[src/hw/rtl/irs_pkg.sv]
// Shared types, symbol codes and greedy-conversion table for the Roman symbol converter.
`timescale 1ns / 1ps
`default_nettype none

package irs_pkg;

    localparam int ValueW  = 12;
    localparam int SymW    = 3;
    localparam int IdxW    = 4;
    localparam int NumRows = 13;
    localparam logic [ValueW-1:0] ValueMax = ValueW'(3999);

    typedef logic [SymW-1:0]   sym_t;
    typedef logic [ValueW-1:0] value_t;
    typedef logic [IdxW-1:0]   idx_t;

    localparam sym_t SYM_I = 3'd0;
    localparam sym_t SYM_V = 3'd1;
    localparam sym_t SYM_X = 3'd2;
    localparam sym_t SYM_L = 3'd3;
    localparam sym_t SYM_C = 3'd4;
    localparam sym_t SYM_D = 3'd5;
    localparam sym_t SYM_M = 3'd6;

    localparam idx_t LastRow = IdxW'(NumRows - 1);

    typedef enum logic [1:0] {
        ST_IDLE,
        ST_RUN,
        ST_ERR
    } state_t;

    // One step of the shared compare/subtract unit.
    typedef struct packed {
        logic   fire;
        sym_t   symbol;
        logic   last;
        value_t rem_next;
        idx_t   idx_next;
        logic   half_next;
    } step_t;

    // Table rows in descending weight; odd rows are subtractive pairs.
    function automatic value_t row_weight(input idx_t idx);
        value_t w;
        begin
            unique case (idx)
                4'd0:    w = ValueW'(1000);
                4'd1:    w = ValueW'(900);
                4'd2:    w = ValueW'(500);
                4'd3:    w = ValueW'(400);
                4'd4:    w = ValueW'(100);
                4'd5:    w = ValueW'(90);
                4'd6:    w = ValueW'(50);
                4'd7:    w = ValueW'(40);
                4'd8:    w = ValueW'(10);
                4'd9:    w = ValueW'(9);
                4'd10:   w = ValueW'(5);
                4'd11:   w = ValueW'(4);
                default: w = ValueW'(1);
            endcase
            return w;
        end
    endfunction

    function automatic sym_t row_first(input idx_t idx);
        sym_t s;
        begin
            unique case (idx)
                4'd0:    s = SYM_M;
                4'd1:    s = SYM_C;
                4'd2:    s = SYM_D;
                4'd3:    s = SYM_C;
                4'd4:    s = SYM_C;
                4'd5:    s = SYM_X;
                4'd6:    s = SYM_L;
                4'd7:    s = SYM_X;
                4'd8:    s = SYM_X;
                4'd9:    s = SYM_I;
                4'd10:   s = SYM_V;
                default: s = SYM_I;
            endcase
            return s;
        end
    endfunction

    function automatic sym_t row_second(input idx_t idx);
        sym_t s;
        begin
            unique case (idx)
                4'd1:    s = SYM_M;
                4'd3:    s = SYM_D;
                4'd5:    s = SYM_C;
                4'd7:    s = SYM_L;
                4'd9:    s = SYM_X;
                4'd11:   s = SYM_V;
                default: s = SYM_I;
            endcase
            return s;
        end
    endfunction

endpackage

`default_nettype wire

[src/hw/rtl/irs_step.sv]
// Shared compare/subtract unit: one greedy step against the current table row.
`timescale 1ns / 1ps
`default_nettype none

module irs_step
    import irs_pkg::*;
(
    input  value_t rem,
    input  idx_t   idx,
    input  logic   half,
    output step_t  step
);

    value_t weight;
    value_t diff;
    logic   ge;
    logic   pair;

    assign weight = row_weight(idx);
    assign ge     = (rem >= weight);
    assign diff   = rem - weight;
    assign pair   = idx[0];

    always_comb
    begin
        step           = '0;
        step.rem_next  = rem;
        step.idx_next  = idx;
        step.half_next = half;
        step.symbol    = row_first(idx);
        if (!ge)
        begin
            // row no longer fits: move to the next lighter row
            step.idx_next = (idx == LastRow) ? idx : idx + 1'b1;
        end
        else if (pair && !half)
        begin
            step.fire      = 1'b1;
            step.half_next = 1'b1;
        end
        else
        begin
            step.fire      = 1'b1;
            step.symbol    = half ? row_second(idx) : row_first(idx);
            step.rem_next  = diff;
            step.half_next = 1'b0;
            step.last      = (diff == '0);
        end
    end

endmodule

`default_nettype wire

[src/hw/rtl/integer_to_roman_symbols.sv]
// Top level: converts one integer request into a stream of Roman numeral symbols.
`timescale 1ns / 1ps
`default_nettype none

// Takes a 12-bit unsigned value and sends its Roman numeral one symbol per
// output transfer, tlast on the final symbol. Values of zero or above 3999
// give one transfer with tuser (invalid) and tlast set and symbol I (code 0).
// A greedy subtract unit walks a 13-row weight table (M, CM, D, ... IV, I):
// each cycle that the output register is free it either emits a symbol or
// passes over a row. The input is not ready while a request is being
// converted; the final symbol sits in an output register, so the next
// request is accepted while it waits to be taken.

module integer_to_roman_symbols
    import irs_pkg::*;
(
    input  logic       clk,
    input  logic       rst_n,
    input  logic       s_tvalid,
    output logic       s_tready,
    input  logic [15:0] s_tdata,   // [11:0] value, [15:12] zero
    output logic       m_tvalid,
    input  logic       m_tready,
    output logic [7:0] m_tdata,    // [2:0] symbol, [7:3] zero
    output logic       m_tlast,
    output logic       m_tuser     // [0] invalid
);

    state_t state_reg, state_next;
    value_t rem_reg;
    idx_t   idx_reg;
    logic   half_reg;
    logic   out_valid_reg;
    sym_t   out_sym_reg;
    logic   out_last_reg;
    logic   out_inv_reg;

    value_t in_value;
    logic   in_accept;
    logic   in_bad;
    logic   out_free;
    logic   adv;
    step_t  step;

    logic   out_load;
    sym_t   out_sym_next;
    logic   out_last_next;
    logic   out_inv_next;

    assign in_value  = s_tdata[ValueW-1:0];
    assign s_tready  = (state_reg == ST_IDLE);
    assign in_accept = s_tvalid && s_tready;
    assign in_bad    = (in_value == '0) || (in_value > ValueMax);
    assign out_free  = !out_valid_reg || m_tready;
    assign adv       = (state_reg == ST_RUN) && out_free;

    irs_step u_step (
        .rem  (rem_reg),
        .idx  (idx_reg),
        .half (half_reg),
        .step (step)
    );

    always_comb
    begin
        state_next = state_reg;
        unique case (state_reg)
            ST_IDLE:
            begin
                if (in_accept)
                begin
                    state_next = in_bad ? ST_ERR : ST_RUN;
                end
            end
            ST_RUN:
            begin
                if (adv && step.fire && step.last)
                begin
                    state_next = ST_IDLE;
                end
            end
            ST_ERR:
            begin
                if (out_free)
                begin
                    state_next = ST_IDLE;
                end
            end
            default: state_next = ST_IDLE;
        endcase
    end

    always_comb
    begin
        out_load      = 1'b0;
        out_sym_next  = SYM_I;
        out_last_next = 1'b0;
        out_inv_next  = 1'b0;
        unique case (state_reg)
            ST_RUN:
            begin
                out_load      = adv && step.fire;
                out_sym_next  = step.symbol;
                out_last_next = step.last;
            end
            ST_ERR:
            begin
                out_load      = out_free;
                out_last_next = 1'b1;
                out_inv_next  = 1'b1;
            end
            default:
            begin
                out_load = 1'b0;
            end
        endcase
    end

    always_ff @(posedge clk or negedge rst_n)
    begin
        if (!rst_n)
        begin
            state_reg     <= ST_IDLE;
            out_valid_reg <= 1'b0;
        end
        else
        begin
            state_reg <= state_next;
            if (out_load)
            begin
                out_valid_reg <= 1'b1;
            end
            else if (m_tready)
            begin
                out_valid_reg <= 1'b0;
            end
        end
    end

    always_ff @(posedge clk)
    begin
        if (in_accept)
        begin
            rem_reg  <= in_value;
            idx_reg  <= '0;
            half_reg <= 1'b0;
        end
        else if (adv)
        begin
            rem_reg  <= step.rem_next;
            idx_reg  <= step.idx_next;
            half_reg <= step.half_next;
        end
        if (out_load)
        begin
            out_sym_reg  <= out_sym_next;
            out_last_reg <= out_last_next;
            out_inv_reg  <= out_inv_next;
        end
    end

    assign m_tvalid = out_valid_reg;
    assign m_tdata  = {5'b0, out_sym_reg};
    assign m_tlast  = out_last_reg;
    assign m_tuser  = out_inv_reg;

    // An invalid result is always a lone symbol I.
    a_invalid_single: assert property (@(posedge clk) disable iff (!rst_n)
        m_tvalid && m_tuser |-> m_tlast && (m_tdata[SymW-1:0] == SYM_I))
        else $error("invalid result without tlast or with nonzero symbol");

    // While converting, something is always left to emit.
    a_run_nonzero: assert property (@(posedge clk) disable iff (!rst_n)
        (state_reg == ST_RUN) |-> (rem_reg != '0) && (idx_reg <= LastRow))
        else $error("conversion running with nothing left");

    // The final symbol of a numeral returns the sequencer to idle.
    a_last_idle: assert property (@(posedge clk) disable iff (!rst_n)
        (state_reg == ST_RUN) && out_load && out_last_next |=> (state_reg == ST_IDLE))
        else $error("sequencer kept running after the final symbol");

endmodule

`default_nettype wire
[config.mk]
export PLATFORM = sky130hd
export DESIGN_NAME = integer_to_roman_symbols
export DESIGN_NICKNAME = d
export VERILOG_FILES = /design/src/hw/rtl/irs_pkg.sv /design/src/hw/rtl/irs_step.sv /design/src/hw/rtl/integer_to_roman_symbols.sv
export SDC_FILE = /design/constraint.sdc
export NUM_CORES = 1
export LEC_CHECK = 0
export BUFFER_PORTS_ARGS = -buffer_cell sky130_fd_sc_hd__buf_2
export CAP_MARGIN = 30
export CORE_ASPECT_RATIO = 1.25
export CORE_UTILIZATION = 50
export CTS_CLUSTER_SIZE = 25
export DETAILED_ROUTE_END_ITERATION = 10
export HOLD_SLACK_MARGIN = 0.15
export PLACE_DENSITY_LB_ADDON = 0.25
export SLEW_MARGIN = 0
export SYNTH_ARGS = -nofsm -noshare
export SYNTH_HDL_FRONTEND = slang
export SYNTH_SLANG_ARGS = --single-unit
[constraint.sdc]
create_clock -name clk -period 4.7 [get_ports clk]
set_clock_uncertainty 0.05 [all_clocks]
set_input_delay 0.94 -clock clk [delete_from_list [all_inputs] [get_ports clk]]
set_output_delay 0.94 -clock clk [all_outputs]
set_load 0.02 [all_outputs]
==> results of run 1 <==
==> worst min path at each step <==
stage | startpoint | end | depth (start not counted)
floorplan | state_reg[1]$_DFFE_PN0P_ | state_reg[1]$_DFFE_PN0P_ | 1
global placement | state_reg[1]$_DFFE_PN0P_ | state_reg[1]$_DFFE_PN0P_ | 1
CTS | rst_n | m_tvalid$_DFFE_PN0P_ | 1
finish | rst_n | state_reg[1]$_DFFE_PN0P_ | 1
global route | rst_n | m_tvalid$_DFFE_PN0P_ | 1
detailed placement | state_reg[1]$_DFFE_PN0P_ | state_reg[1]$_DFFE_PN0P_ | 1
==> worst max-delay path, cell delays in order, from the launching register on <==
cell,delay [ns]
sky130_fd_sc_hd__edfxtp_1,0.32
sky130_fd_sc_hd__inv_1,0.04
sky130_fd_sc_hd__ha_1,0.22
sky130_fd_sc_hd__fa_1,0.39
sky130_fd_sc_hd__nand2b_1,0.22
sky130_fd_sc_hd__a21oi_1,0.24
sky130_fd_sc_hd__o21bai_1,0.19
sky130_fd_sc_hd__a21oi_4,0.28
sky130_fd_sc_hd__mux2i_1,0.13
sky130_fd_sc_hd__nor2_1,0.41
sky130_fd_sc_hd__inv_1,0.16
sky130_fd_sc_hd__ha_1,0.36
sky130_fd_sc_hd__mux2i_1,0.14
sky130_fd_sc_hd__o22ai_1,0.09
==> power by group through the flow <==
stage,registers [mW],logic (mW),clock network [mW]
after floorplan,0.568,1.05,0
after global placement,0.563,1.32,0
after detailed placement,0.567,1.34,0
after CTS,0.559,1.35,0.227
after global routing,0.572,1.52,0.239
final,0.560,1.35,0.218
==> kinds of logic (layout without fill, tap and decap cells) <==
| group | after synthesis | count (layout) | share of synthesized area |
|---|---|---|---|
| flip-flops | 37 | 37 | 0.351 |
| AND/OR/NAND/NOR | 98 | 98 | 0.207 |
| buffers and inverters | 41 | 60 | 0.0678 |
| XOR/XNOR | 7 | 7 | 0.0261 |
| AO/OA/AOI/OAI | 74 | 74 | 0.208 |
| adder cells (fa/ha/maj) | 21 | 21 | 0.102 |
| other | 1 | 5 | 0.00142 |
| multiplexers | 9 | 9 | 0.0365 |
==> Yosys cell counts (3+ instances only) <==
master	instances
sky130_fd_sc_hd__o211ai_1	3
sky130_fd_sc_hd__o22ai_1	3
sky130_fd_sc_hd__a21boi_0	5
sky130_fd_sc_hd__o21ai_0	8
sky130_fd_sc_hd__a211oi_1	6
sky130_fd_sc_hd__o21a_1	3
sky130_fd_sc_hd__mux2i_1	6
sky130_fd_sc_hd__nand3_1	9
sky130_fd_sc_hd__nor3_1	4
sky130_fd_sc_hd__dfxtp_1	17
sky130_fd_sc_hd__a21o_1	5
sky130_fd_sc_hd__or3_1	5
sky130_fd_sc_hd__and3_1	4
sky130_fd_sc_hd__dfrtp_1	3
sky130_fd_sc_hd__inv_1	26
sky130_fd_sc_hd__buf_2	3
sky130_fd_sc_hd__buf_4	5
sky130_fd_sc_hd__nand2_1	30
sky130_fd_sc_hd__and2_1	3
sky130_fd_sc_hd__o31ai_1	10
sky130_fd_sc_hd__clkbuf_1	5
sky130_fd_sc_hd__ha_1	20
sky130_fd_sc_hd__nor2_1	16
sky130_fd_sc_hd__nor4_1	5
sky130_fd_sc_hd__edfxtp_1	17
sky130_fd_sc_hd__nor2b_1	5
sky130_fd_sc_hd__xnor2_1	4
sky130_fd_sc_hd__a21oi_1	10
==> per-stage QoR <==
| stage | std cells | power (mW) | area, um2 | setup slack (ns) | hold slack (ns) |
|---|---|---|---|---|---|
| 2_1_floorplan | 292 | 1.61 | 2650 | 1.17 | 0.440 |
| 3_3_place_gp | 365 | 1.88 | 2790 | 1.31 | 0.468 |
| 3_5_place_dp | 365 | 1.91 | 2790 | 1.26 | 0.484 |
| 4_1_cts | 373 | 2.14 | 2870 | 1.31 | 0.365 |
| 5_1_grt | 373 | 2.33 | 2870 | 1.02 | 0.371 |
| 6_report | 373 | 2.13 | 2870 | 1.33 | 0.379 |
==> per-layer routing <==
layer / vias to the layer above / global-route usage / part of all wire
met5: - / 0 / 0
met4: 0 / 0.106 / 0.035
met3: 16 / 0.0385 / 0.027
met2: 36 / 0.391 / 0.51
met1: 1047 / 0.279 / 0.43
li1: 1085 / - / -
==> final cells by class <==
class                           instances  area share
Clock buffer                            5      0.0239
Clock inverter                          3     0.00609
Inverter                               27      0.0357
Multi-Input combinational cell        214       0.539
Sequential cell                        37       0.322
Tap cell                               62      0.0270
Timing Repair Buffer                   25      0.0461
==> results.yml, run 1 <==
outcome:
  outcome: "finished clean"
global_route:
  global_route.overflow_total: 0
  grt_max_degree: 20
  grt_util_all_layers: 0.232
  number_of_antenna_violations_at_the_first_check_in_global_routing: 0
  grt_pass1_wl_mm: 9.75
  grt_pass1_vias: 2178
clocking:
  post-cts-setup-buffer-count: 0
  cts_buffer_depth: 2
  clkLatencyLatePin_ns: 0.29
  numClockSinks: 37
  holdBufCountCts: 0
  cts_root_buffer: "sky130_fd_sc_hd__clkbuf_8"
  total_of_cells_resized_after_clock_tree_synthesis: 0
  cts-htree-levels: 2
  clkSlewWorstSetupHoldPaths_ns: 0.07
  tritoncts: "done"
  cts_buffers: 5
timing:
  setup-violations-final: 0
  total_count_of_hold_check_failures_in_the_final_report: 0
  worst_slew_pin_slew_ns: 0.721
  final_period_minus_worst_setup_slack_ns: 3.37
  slew_viol_final: 0
  timing.max_slew.rel_slack: 0.516
  final_sum_of_negative_setup_slack_ns: 0
  max_clock_freq_ghz: 0.297
  layout_worst_path_cycle_share: 0.717
  rsz0062_at_grt: "false"
placed_design:
  detailedPlacementHpwl_mm: 4.49
  port_buffers: 22
  place_congestion: 0.893
synthesis:
  synth_edf_count: 17
  cell_type_contributing_the_most_total_cell_area_after_synthesis: "sky130_fd_sc_hd__edfxtp_1"
  post_synth_instance_area_um2: 2640
  dominantRegCellSynth: "sky130_fd_sc_hd__edfxtp_1"
  synthDistinctLibCells: 67
  synth_top_area_frac: 0.193
  share_of_the_yosys_chip_area_belonging_to_registers: 0.351
  synthCells: 288
  postSynthRegisterBits: 37
  async_flop_share: 0.0811
  post_synth_main_area_contributors: "sky130_fd_sc_hd__edfxtp_1 (19%), sky130_fd_sc_hd__dfxtp_1 (13%), sky130_fd_sc_hd__ha_1 (9.5%)"
  number_of_warnings_printed_during_yosys_synthesis: 0
  post_synth.cell_area_avg_um2: 9.16
detailed_routing:
  vias_per_cell: 5.86
  post-route-drc-count: 0
  violation_count_after_the_first_detailed_route_iteration: 104
  ant_nets: 0
  dr.pass1.iters: 4
  routed_wl_mm: 5.74
  drt-wirelength-per-cell_um: 15.4
  count_of_vias_placed_by_the_detailed_router: 2184
critical_path:
  worst_endpoint_required_time_ns: 4.83
  crit_arrival_ns: 3.50
  setup.reg_to_reg.worst_slack_ns: 1.33
  critPathLaunchType: "register"
  worst_r2r_startpoint: "rem_reg[0]$_DFFE_PP_"
  rr_worst_depth: 13
  critical_path_peak_fanout: 7
  element_type_at_the_critical_path_end: "register"
  critical_path_class: "reg -> reg"
  crit-reg2reg-capture: "u_step.weight[2]$_DFF_P_"
  cp-startpoint: "rem_reg[0]$_DFFE_PP_"
  capture_point_of_the_critical_path: "u_step.weight[2]$_DFF_P_"
die:
  design.portCount: 32
  die_height_um: 83.2
  die_area_um2: 5570
  initial_core_utilization: 0.519
  die_w_um: 67.0
  core_um2: 5080
  site_row_count: 29
pwr:
  ir_worst_vdd_mv: 0.355
  combPwrFrac: 0.635
  cellPowerDensity_nw_per_um2: 742
  p_int_mw: 1.11
  switching_fraction_of_total_power: 0.479
  seq_power_share: 0.263
  p_leak_nw: 1.25
  total_switching_power_mw: 1.02
  p_clk_frac: 0.102
layout:
  layout.cells.most_common: "sky130_fd_sc_hd__nand2_1"
  insertedDiodeCount: 0
  num-nets-final: 351
  drive_above_1_share: 0.158
  number_of_flip_flops_in_the_largest_register: 12
  fin_util: 0.566
  multi_input_comb_area_um2: 1550
  synthToLayoutAreaGrowth_pct: 8.91
  layout.filler_cells: 474
  most_frequent_cells_in_the_layout: "sky130_fd_sc_hd__nand2_1 (30), sky130_fd_sc_hd__inv_1 (26), sky130_fd_sc_hd__buf_2 (22)"
  layout.area.seq_um2: 926
flow_run:
  maxCapViolCount: 0
worst_hold_path:
  hold_path.class: "in -> async"
Note: power is estimated with default switching activity, not from simulation.
==> inputs of run 2 (changes only) <==
Clock period 4.7 ns to 2.7 ns, I/O delays scaled along.
==> run 2 against run 1 <==
Compared with the run above: the run now ends with setup timing left; utilization grew 19 points; cell count grew 18%; wire length grew 25%.
==> results.yml, run 2 (synthesis gave the netlist of run 1 again) <==
pwr:
  p_leak_nw: 1.67
  cellPowerDensity_nw_per_um2: 1460
  ir_worst_vdd_mv: 0.953
critical_path:
  critical_path_class: "reg -> reg"
  critPathLaunchType: "register"
  critical_path_peak_fanout: 4
  crit_arrival_ns: 3.11
  worst_endpoint_required_time_ns: 2.84
  element_type_at_the_critical_path_end: "register"
layout:
  layout.cells.most_common: "sky130_fd_sc_hd__buf_4"
  post-route-cell-area_um2: 3840
  insertedDiodeCount: 0
  most_frequent_cells_in_the_layout: "sky130_fd_sc_hd__buf_4 (54), sky130_fd_sc_hd__nand2_1 (26), sky130_fd_sc_hd__buf_2 (23)"
  final_cell_count_no_fill: 439
  synthToLayoutAreaGrowth_pct: 45.7
  drive_above_1_share: 0.438
  num-nets-final: 417
  number_of_flip_flops_in_the_largest_register: 12
timing:
  max_clock_freq_ghz: 0.338
  layout_worst_path_cycle_share: 1.10
  slew_viol_final: 0
  final_period_minus_worst_setup_slack_ns: 2.96
  final_critical_path_setup_slack_ns: -0.262
  setup-violations-final: 14
  rsz0062_at_grt: "true"
  total_count_of_hold_check_failures_in_the_final_report: 0
global_route:
  number_of_antenna_violations_at_the_first_check_in_global_routing: 0
  grt_util_all_layers: 0.263
  grt_pass1_wl_mm: 11.1
  grt_max_degree: 25
  global_route.overflow_total: 0
  grt_pass1_vias: 2384
clocking:
  tritoncts: "done"
  cts-htree-levels: 2
  numClockSinks: 37
  cts_buffer_depth: 2
  cts_root_buffer: "sky130_fd_sc_hd__clkbuf_8"
  clkSlewWorstSetupHoldPaths_ns: 0.08
  clkLatencyLatePin_ns: 0.30
  cts_buffers: 5
placed_design:
  dp.cells: 414
  port_buffers: 22
  post_dp_cell_area_um2: 3270
  place_congestion: 0.861
  detailedPlacementHpwl_mm: 4.95
die:
  site_row_count: 29
  design.portCount: 32
  die_area_um2: 5570
  initial_core_utilization: 0.519
  die_w_um: 67.0
  die_height_um: 83.2
  core_um2: 5080
outcome:
  outcome: "complete, but fails checks"
  violated_checks: "setup timing"
detailed_routing:
  drt-wirelength-per-cell_um: 16.4
  post-route-drc-count: 0
  vias_per_cell: 5.56
  dr.pass1.iters: 4
  ant_nets: 0
  routed_wl_mm: 7.19
  count_of_vias_placed_by_the_detailed_router: 2442
  violation_count_after_the_first_detailed_route_iteration: 109
flow_run:
  maxCapViolCount: 0
worst_hold_path:
  hold_path.class: "reg -> reg"
==> run 2: path summary, 6_finish.rpt <==
path                       slack (ns)                       end  cells past startpoint                startpoint
max in group asynchronous        1.96      m_tvalid$_DFFE_PN0P_                      2                     rst_n
min                              0.50  state_reg[1]$_DFFE_PN0P_                      1  state_reg[1]$_DFFE_PN0P_
min reg2reg                      0.50  state_reg[1]$_DFFE_PN0P_                      1  state_reg[1]$_DFFE_PN0P_
min in group asynchronous        0.52  state_reg[1]$_DFFE_PN0P_                      2                     rst_n
max                             -0.26  state_reg[1]$_DFFE_PN0P_                     10      rem_reg[7]$_DFFE_PP_
max reg2reg                     -0.26  state_reg[1]$_DFFE_PN0P_                     10      rem_reg[7]$_DFFE_PP_
==> run 2: layout make-up <==
type | count | area (um2)
timing repair buffer | 91 | 686
clock buffer | 7 | 108
multi-input combinational | 214 | 1930
fill | 344 | 1230
clock inverter | 1 | 6.26
sequential | 37 | 926
tap | 62 | 77.6
inverter | 27 | 108
==> run 2: worst max-delay path, cell delays in order, from the launching register on <==
cell and delay (ns):
sky130_fd_sc_hd__edfxtp_1 0.45, sky130_fd_sc_hd__ha_4 0.25, sky130_fd_sc_hd__and3_4 0.14, sky130_fd_sc_hd__a221o_2 0.38, sky130_fd_sc_hd__buf_6 0.14, sky130_fd_sc_hd__o21a_1 0.18, sky130_fd_sc_hd__o211ai_1 0.26, sky130_fd_sc_hd__o21ai_2 0.13
sky130_fd_sc_hd__o41ai_4 0.39, sky130_fd_sc_hd__mux2_4 0.34, sky130_fd_sc_hd__a21o_1 0.15
==> run 2: what timing repair did <==
item	in CTS	in global routing
endpoints found under the hold margin	3	0
gates cloned	0	1
pin swaps	12	31
setup endpoints to repair	29	36
setup buffers	6	11
resized for setup	21	54
hold buffers	1	0
==> run 2: per-stage QoR <==
stage / hold WS (ns) / setup slack [ns] / util / power, mW / setup TNS (ns)
finish: 0.499 / -0.262 / 0.757 / 5.62 / -1.25
global route: 0.509 / -0.375 / 0.757 / 6.00 / -2.79
CTS: 0.491 / -0.197 / 0.694 / 4.96 / -0.727
detailed placement: 0.292 / -0.190 / 0.644 / 4.20 / -0.617
global placement: 0.290 / -0.171 / 0.644 / 4.12 / -0.376
floorplan: 0.194 / -0.0862 / - / 3.03 / -0.0862
==> run 2: report_power, final <==
group / internal, mW / switching, mW
logic: 2.00 / 2.15
clock network: 0.264 / 0.213
registers: 0.878 / 0.116
==> run 2: layer usage <==
metal / GRT usage / up-vias / part of all wire / wire length, um
met5: 0 / - / 0 / 0
met3: 0.0357 / 17 / 0.024 / 170
met1: 0.316 / 1156 / 0.42 / 2990
met4: 0.132 / 0 / 0.030 / 213
met2: 0.444 / 51 / 0.53 / 3820
li1: - / 1218 / - / -
